==> src/sv/adpcm8_pkg.sv <==
// ----------------------------------------------------------------------------
// adpcm8_pkg
// Shared types, constants and tables for the 8-bit ADPCM sample decoder.
// ----------------------------------------------------------------------------
package adpcm8_pkg;

	// Highest legal step table index.
	localparam int unsigned STEP_MAX_INDEX = 88;

	// Configuration register byte address.
	localparam logic [1:0] REG_STEREO_MODE = 2'd0;

	// Per-channel decoder state.
	typedef struct packed {
		logic signed [15:0] predictor;
		logic [6:0]         step_index;
	} chan_state_t;

	// IMA step table. Any index above the table end reads the last entry.
	function automatic logic [14:0] step_size(input logic [6:0] idx);
		logic [14:0] s;
		case (idx)
			7'd0:  s = 15'h0007;  7'd1:  s = 15'h0008;  7'd2:  s = 15'h0009;
			7'd3:  s = 15'h000A;  7'd4:  s = 15'h000B;  7'd5:  s = 15'h000C;
			7'd6:  s = 15'h000D;  7'd7:  s = 15'h000E;  7'd8:  s = 15'h0010;
			7'd9:  s = 15'h0011;  7'd10: s = 15'h0013;  7'd11: s = 15'h0015;
			7'd12: s = 15'h0017;  7'd13: s = 15'h0019;  7'd14: s = 15'h001C;
			7'd15: s = 15'h001F;  7'd16: s = 15'h0022;  7'd17: s = 15'h0025;
			7'd18: s = 15'h0029;  7'd19: s = 15'h002D;  7'd20: s = 15'h0032;
			7'd21: s = 15'h0037;  7'd22: s = 15'h003C;  7'd23: s = 15'h0042;
			7'd24: s = 15'h0049;  7'd25: s = 15'h0050;  7'd26: s = 15'h0058;
			7'd27: s = 15'h0061;  7'd28: s = 15'h006B;  7'd29: s = 15'h0076;
			7'd30: s = 15'h0082;  7'd31: s = 15'h008F;  7'd32: s = 15'h009D;
			7'd33: s = 15'h00AD;  7'd34: s = 15'h00BE;  7'd35: s = 15'h00D1;
			7'd36: s = 15'h00E6;  7'd37: s = 15'h00FD;  7'd38: s = 15'h0117;
			7'd39: s = 15'h0133;  7'd40: s = 15'h0151;  7'd41: s = 15'h0173;
			7'd42: s = 15'h0198;  7'd43: s = 15'h01C1;  7'd44: s = 15'h01EE;
			7'd45: s = 15'h0220;  7'd46: s = 15'h0256;  7'd47: s = 15'h0292;
			7'd48: s = 15'h02D4;  7'd49: s = 15'h031C;  7'd50: s = 15'h036C;
			7'd51: s = 15'h03C3;  7'd52: s = 15'h0424;  7'd53: s = 15'h048E;
			7'd54: s = 15'h0502;  7'd55: s = 15'h0583;  7'd56: s = 15'h0610;
			7'd57: s = 15'h06AB;  7'd58: s = 15'h0756;  7'd59: s = 15'h0812;
			7'd60: s = 15'h08E0;  7'd61: s = 15'h09C3;  7'd62: s = 15'h0ABD;
			7'd63: s = 15'h0BD0;  7'd64: s = 15'h0CFF;  7'd65: s = 15'h0E4C;
			7'd66: s = 15'h0FBA;  7'd67: s = 15'h114C;  7'd68: s = 15'h1307;
			7'd69: s = 15'h14EE;  7'd70: s = 15'h1706;  7'd71: s = 15'h1954;
			7'd72: s = 15'h1BDC;  7'd73: s = 15'h1EA5;  7'd74: s = 15'h21B6;
			7'd75: s = 15'h2515;  7'd76: s = 15'h28CA;  7'd77: s = 15'h2CDF;
			7'd78: s = 15'h315B;  7'd79: s = 15'h364B;  7'd80: s = 15'h3BB9;
			7'd81: s = 15'h41B2;  7'd82: s = 15'h4844;  7'd83: s = 15'h4F7E;
			7'd84: s = 15'h5771;  7'd85: s = 15'h602F;  7'd86: s = 15'h69CE;
			7'd87: s = 15'h7462;
			default: s = 15'h7FFF;
		endcase
		return s;
	endfunction

	// Step index adjustment selected by code bits 6..4.
	function automatic logic signed [4:0] index_adjust(input logic [2:0] sel);
		logic signed [4:0] a;
		case (sel)
			3'd3:    a = 5'sd1;
			3'd4:    a = 5'sd4;
			3'd5:    a = 5'sd7;
			3'd6:    a = 5'sd10;
			3'd7:    a = 5'sd12;
			default: a = -5'sd1;
		endcase
		return a;
	endfunction

endpackage

==> src/sv/adpcm8_apb.sv <==
// ----------------------------------------------------------------------------
// adpcm8_apb
// APB register slave holding the stereo mode control bit.
// ----------------------------------------------------------------------------
module adpcm8_apb
	import adpcm8_pkg::*;
(
	input  logic        clk,
	input  logic        arst_n,
	input  logic        psel,
	input  logic        penable,
	input  logic        pwrite,
	input  logic [1:0]  paddr,
	input  logic [31:0] pwdata,
	output logic [31:0] prdata,
	output logic        pready,
	output logic        stereo_mode
);

	logic stereo_mode_q;

	// The register is written in the access phase of a write transaction.
	always_ff @(posedge clk or negedge arst_n) begin
		if (!arst_n) begin
			stereo_mode_q <= 1'b0;
		end else if (psel && penable && pwrite && (paddr == REG_STEREO_MODE)) begin
			stereo_mode_q <= pwdata[0];
		end
	end

	// Read data; unmapped addresses read as zero.
	assign prdata      = (paddr == REG_STEREO_MODE) ? {31'd0, stereo_mode_q} : 32'd0;
	assign pready      = 1'b1;
	assign stereo_mode = stereo_mode_q;

endmodule

==> src/sv/adpcm8_datapath.sv <==
// ----------------------------------------------------------------------------
// adpcm8_datapath
// Combinational decode of one code against one channel's state.
// ----------------------------------------------------------------------------
module adpcm8_datapath
	import adpcm8_pkg::*;
(
	input  logic [7:0]  code,
	input  chan_state_t cur,
	output chan_state_t nxt
);

	logic [6:0]         idx_c;
	logic [14:0]        step;
	logic [16:0]        mag;
	logic signed [17:0] pred_ext;
	logic signed [17:0] mag_ext;
	logic signed [17:0] total;
	logic signed [4:0]  adj;
	logic signed [8:0]  nidx;

	always_comb begin
		// Clamp the stored index and fetch the step.
		idx_c = (cur.step_index > 7'(STEP_MAX_INDEX)) ? 7'(STEP_MAX_INDEX) : cur.step_index;
		step  = step_size(idx_c);

		// Each magnitude bit adds a shifted copy of the step.
		mag = '0;
		for (int k = 0; k < 7; k++) begin
			if (code[k]) begin
				mag = mag + 17'(step >> (6 - k));
			end
		end

		// Apply the sign to the predictor and saturate to 16 bits.
		pred_ext = {{2{cur.predictor[15]}}, cur.predictor};
		mag_ext  = {1'b0, mag};
		total    = code[7] ? (pred_ext - mag_ext) : (pred_ext + mag_ext);
		if (total > 18'sd32767) begin
			nxt.predictor = 16'sh7FFF;
		end else if (total < -18'sd32768) begin
			nxt.predictor = 16'sh8000;
		end else begin
			nxt.predictor = total[15:0];
		end

		// Move the step index and clamp it to the table range.
		adj  = index_adjust(code[6:4]);
		nidx = $signed({2'b00, idx_c}) + 9'(adj);
		if (nidx[8]) begin
			nxt.step_index = 7'd0;
		end else if (nidx > 9'sd88) begin
			nxt.step_index = 7'(STEP_MAX_INDEX);
		end else begin
			nxt.step_index = nidx[6:0];
		end
	end

endmodule

==> src/sv/adpcm_8bit_sample_decoder.sv <==
// ----------------------------------------------------------------------------
// adpcm_8bit_sample_decoder
// Decodes 8-bit sign-magnitude ADPCM codes into signed 16-bit PCM samples,
// with an optional two-channel interleave.
// ----------------------------------------------------------------------------
//  Channel | Handshake              | Payload
//  --------+------------------------+--------------------------------------
//  input   | in_valid / in_ready    | code[7:0], last
//  output  | out_valid / out_ready  | sample[15:0] signed, channel, last_out
//  config  | APB psel/penable/...   | stereo_mode at byte address 0
//
//  One code is accepted per cycle while out_ready does not stall the output;
//  a result passes through the input register, then the result register.
//  Throughput is set by the channel state update loop.
//  Reset clears all channel state, the channel pointer and stereo mode.
//  When the result register is held by out_ready low, the input register
//  fills and in_ready drops until the result is taken.
// ----------------------------------------------------------------------------
module adpcm_8bit_sample_decoder
	import adpcm8_pkg::*;
(
	input  logic               clk,
	input  logic               arst_n,
	// Code input
	input  logic               in_valid,
	output logic               in_ready,
	input  logic [7:0]         code,
	input  logic               last,
	// Sample output
	output logic               out_valid,
	input  logic               out_ready,
	output logic signed [15:0] sample,
	output logic               channel,
	output logic               last_out,
	// Configuration
	input  logic               psel,
	input  logic               penable,
	input  logic               pwrite,
	input  logic [1:0]         paddr,
	input  logic [31:0]        pwdata,
	output logic [31:0]        prdata,
	output logic               pready
);

	logic               stereo_mode;
	logic               valid_s1;
	logic [7:0]         code_s1;
	logic               last_s1;
	logic               advance;
	chan_state_t        chan_q [2];
	logic               chan_sel_q;
	chan_state_t        cur_state;
	chan_state_t        nxt_state;
	logic               out_valid_q;
	logic signed [15:0] sample_q;
	logic               channel_q;
	logic               last_out_q;

	adpcm8_apb u_apb (
		.clk        (clk),
		.arst_n     (arst_n),
		.psel       (psel),
		.penable    (penable),
		.pwrite     (pwrite),
		.paddr      (paddr),
		.pwdata     (pwdata),
		.prdata     (prdata),
		.pready     (pready),
		.stereo_mode(stereo_mode)
	);

	// Input stage moves on whenever the result register is free or draining.
	assign advance  = valid_s1 && (!out_valid_q || out_ready);
	assign in_ready = !valid_s1 || advance;

	// Input register.
	always_ff @(posedge clk or negedge arst_n) begin
		if (!arst_n) begin
			valid_s1 <= 1'b0;
		end else if (in_ready) begin
			valid_s1 <= in_valid;
		end
	end

	always_ff @(posedge clk) begin
		if (in_valid && in_ready) begin
			code_s1 <= code;
			last_s1 <= last;
		end
	end

	// Decode against the selected channel's state.
	assign cur_state = chan_q[chan_sel_q];

	adpcm8_datapath u_datapath (
		.code(code_s1),
		.cur (cur_state),
		.nxt (nxt_state)
	);

	// Channel state update; a transaction marked last clears both channels and the channel pointer.
	always_ff @(posedge clk or negedge arst_n) begin
		if (!arst_n) begin
			chan_q[0]  <= '0;
			chan_q[1]  <= '0;
			chan_sel_q <= 1'b0;
		end else if (advance) begin
			if (last_s1) begin
				chan_q[0]  <= '0;
				chan_q[1]  <= '0;
				chan_sel_q <= 1'b0;
			end else begin
				chan_q[chan_sel_q] <= nxt_state;
				chan_sel_q         <= ~chan_sel_q & stereo_mode;
			end
		end
	end

	// Result register.
	always_ff @(posedge clk or negedge arst_n) begin
		if (!arst_n) begin
			out_valid_q <= 1'b0;
		end else if (advance) begin
			out_valid_q <= 1'b1;
		end else if (out_ready) begin
			out_valid_q <= 1'b0;
		end
	end

	always_ff @(posedge clk) begin
		if (advance) begin
			sample_q   <= nxt_state.predictor;
			channel_q  <= chan_sel_q;
			last_out_q <= last_s1;
		end
	end

	assign out_valid = out_valid_q;
	assign sample    = sample_q;
	assign channel   = channel_q;
	assign last_out  = last_out_q;

endmodule

==> config.mk <==
export PLATFORM = sky130hd
export DESIGN_NAME = adpcm_8bit_sample_decoder
export DESIGN_NICKNAME = d
export VERILOG_FILES = /design/src/sv/adpcm8_pkg.sv /design/src/sv/adpcm8_apb.sv /design/src/sv/adpcm8_datapath.sv /design/src/sv/adpcm_8bit_sample_decoder.sv
export SDC_FILE = /design/constraint.sdc
export NUM_CORES = 1
export LEC_CHECK = 0
export BUFFER_PORTS_ARGS = -buffer_cell sky130_fd_sc_hd__buf_2
export CORE_ASPECT_RATIO = 1.1
export CORE_UTILIZATION = 68
export DETAILED_ROUTE_END_ITERATION = 10
export GPL_TIMING_DRIVEN = 0
export PLACE_DENSITY = 0.86
export SYNTH_ARGS = -nofsm -noshare
export SYNTH_HDL_FRONTEND = slang
export SYNTH_HIERARCHICAL = 1
export SYNTH_SLANG_ARGS = --single-unit
==> constraint.sdc <==
create_clock -name clk -period 27.9 [get_ports clk]
set_input_delay 1.395 -clock clk [delete_from_list [all_inputs] [get_ports clk]]
set_output_delay 1.395 -clock clk [all_outputs]
set_load 0.02 [all_outputs]
==> summary.md <==
| Metric | Value |
|---|---|
| CP startpoint | chan_sel_q |
| Critical Path AT | 18.11 ns |
| Adder-cell share of the synthesized area | 0.134 |
| Net total in the final layout | ~1.8k |
| Synth-to-layout area growth | 7.69% |
| Largest family of logic cells by synthesized area | compound AO/OA/AOI/OAI gates |
| Share of layout cells above drive strength 1 | 0.144 |
| Io pins | 103 |
| First-pass GRT wire length | between 60 and 70 mm |
| Grt total ovfl | 0 |
| Worst reg-to-reg setup slack | between 10 and 15 ns |
| Crit path buffers/inverters | 6 |
| Required time worst endpoint | about 28 ns |
| Compound-gate portion of the synthesized area | 0.318 |
| Post-Synth XOR/XNOR Area | 0.0555 |
| Worst r2r src | chan_sel_q |
| Crit Path Class | reg -> reg |
| Max_slew headroom | 0.0354 |
| Cts bufs inserted | 9 |
| Hpwl dp | 29.9 mm |
| TritonCTS clock tree | done |
| Die Ht | about 140 microns |
| Longest Clk Path Bufs | 2 |
| Slew at the pin closest to its max-slew limit | 1.45 ns |
| Initial antenna violation count | 0 |
| CP endpoint kind | register |
| Fmax | ~0.056 GHz |
| Setup TNS | 0 ns |
| Largest register FFs | 46 |
| Startpoint Class | register |
| R2R Path End | chan_q[11] |
| YS warnings | 6 |
| HP Class | reg -> reg |
| Vias in the first global route | ~12k |
| Post-synthesis average cell area | between 8 and 9 sq um |
| CTS sink count | 77 |
| DR vias/cell | 6.95 |
| Post-CTS Setup Repair Bufs | 0 |
| Post-synthesis sequential area ratio | 0.172 |
| Delay-heaviest family, CP | compound AO/OA/AOI/OAI gates |
| Synth Instances | around 1.5k |
| Simple-gate share of the synthesized area | 0.194 |
| DRT antenna net count | 0 |
| Unrepaired setup endpoints after global routing | no |
| Placeable Area | ~0.017 sq mm |
| Status | finished clean |
| CP max FO | 10 |
| MaxCap Viol Count | 0 |
| Fill cells | ~1.3k |
| Final min period | 17.84 ns |
| I/O Buffers | 39 |
| Die area | 0.0182 sq mm |
| Iter 0 DRT Violations | roughly 1.4k |
| Die W | about 130 microns |
| Reg2Reg Depth | 65 |
| Synth Cell Area | 0.0120 sq mm |
| Largest net degree at the start of global routing | 51 |
| Post-synth ARST share | 0.649 |
| Post-synthesis mux area share | 0.0551 |
| Biggest register | chan_q |
| Final Hold Fails | 0 |
| Reg clk slew, reported paths | 0.06 ns |
| Post-synth EDFFs | 27 |
| Ant. Diodes | 0 |
| #FFs+latches synth | just under 80 |
| Post-synth top area share | 0.121 |
| GP Congestion | between 1 and 1.5 |
| Setup Skew | about 0.016 ns |
| GRT Overall Usage | 0.439 |
| Top_reg_cell synth | dfrtp_1 |
| DRC | 0 |
| Cell taking the most area after synthesis | ha_1 |
| Post-synthesis cell type count | 114 |
| H-tree Lvls | 3 |
| Final Setup Violations | 0 |
| Largest cells by area after synthesis | ha_1 12%, dfrtp_1 10%, edfxtp_1 6.8% |
| Slowest stage cell, crit path | a31oi_1 |
| CTS Hold Bufs | 0 |
| Slowest stage delay, CP | slightly below 0.9 ns |
| Fin. max-slew vios | 0 |
| Crit path depth | 65 |
| Post-Route WL | between 30 and 40 mm |
| Rows | 50 |
| Clk root buf | clkbuf_16 |
| TritonRoute pass-1 iters | 7 |
| Resized cells post-CTS | 0 |
| Tcrit/Tclk final | 0.639 |
| DR WL/cell | 21.9 microns |
| Initial Util | 0.700 |
| Worst-Skew Late Latency | 0.35 ns |
| Via count | roughly 13k |
| Worst setup path end | chan_q[11] |
| Core Util, Final | 0.754 |
[how the worst min path moves through the flow]
stage / start / end / slack, ns / depth (start not counted)
floorplan: chan_sel_q / channel / 0.45 / 0
global placement: chan_sel_q / channel / 0.46 / 0
detailed placement: chan_sel_q / channel / 0.47 / 0
CTS: chan_sel_q / channel / 0.49 / 0
global route: chan_sel_q / channel / 0.50 / 0
finish: chan_sel_q / channel / 0.48 / 0
[placed cells by master, fill, tap and decap left out, types with 40 or more instances in the layout]
master and instances:
inv_1 52, a22o_1 45, mux2_2 42, xnor2_1 54, nor2_1 123, o21ai_0 95, a21oi_1 102, dfrtp_1 50
ha_1 116, buf_4 40, nand2_1 114, buf_2 54
[cells by family after synthesis]
family          count (synthesis)
fa+ha+maj                     124
buf+inv                       164
compound gates                536
mux                            60
simple gates                  459
xor+xnor                       76
flops                          77
other cells                     2
[area by class of cell]
| type | count | area, sq um | area share |
|---|---|---|---|
| clock inverters | 7 | 57.6 | 0.00445 |
| plain buffers | 107 | 638 | 0.0494 |
| well taps | 234 | 293 | 0.0227 |
| inverters | 57 | 214 | 0.0166 |
| clock buffers | 9 | 225 | 0.0174 |
| repair buffers | 42 | 221 | 0.0171 |
| multi-input cells | 1287 | 9210 | 0.713 |
| flip-flops and latches | 77 | 2060 | 0.160 |
[synth_stat cells, drive strengths merged (16+ instances only)]
| cell | number |
|---|---|
| a211oi | 41 |
| nand2 | 114 |
| dfrtp | 50 |
| a31oi | 20 |
| and2 | 22 |
| mux2 | 45 |
| nor3 | 34 |
| o21ai | 114 |
| a21oi | 105 |
| nand2b | 32 |
| a21o | 31 |
| edfxtp | 27 |
| xor2 | 22 |
| o21bai | 17 |
| o211ai | 16 |
| nor2b | 18 |
| xnor2 | 54 |
| ha | 116 |
| buf | 70 |
| nor2 | 124 |
| clkbuf | 37 |
| nand3 | 33 |
| inv | 55 |
| a22o | 48 |
| o21a | 23 |
[per-layer routing]
| metal | GRT usage | share of wire | vias up |
|---|---|---|---|
| met5 | 0 | 0 | - |
| met4 | 0.241 | 0.056 | 0 |
| met3 | 0.0867 | 0.10 | 193 |
| met2 | 0.718 | 0.46 | 827 |
| met1 | 0.540 | 0.38 | 5872 |
| li1 | - | - | 5752 |
[metrics by stage]
step           std cells  setup WS, ns  instance area, sq um  hold WS (ns)
2_1_floorplan       1528         14.07                 12100         0.447
3_3_place_gp        1801         10.99                 12600         0.463
3_5_place_dp        1804         10.90                 12600         0.468
4_1_cts             1820         10.68                 12900         0.495
5_1_grt             1820          9.22                 12900         0.503
6_report            1820         10.06                 12900         0.484
Power is not shown: default switching activity piles up to over one toggle a cycle in this logic, so the estimate is an artifact.
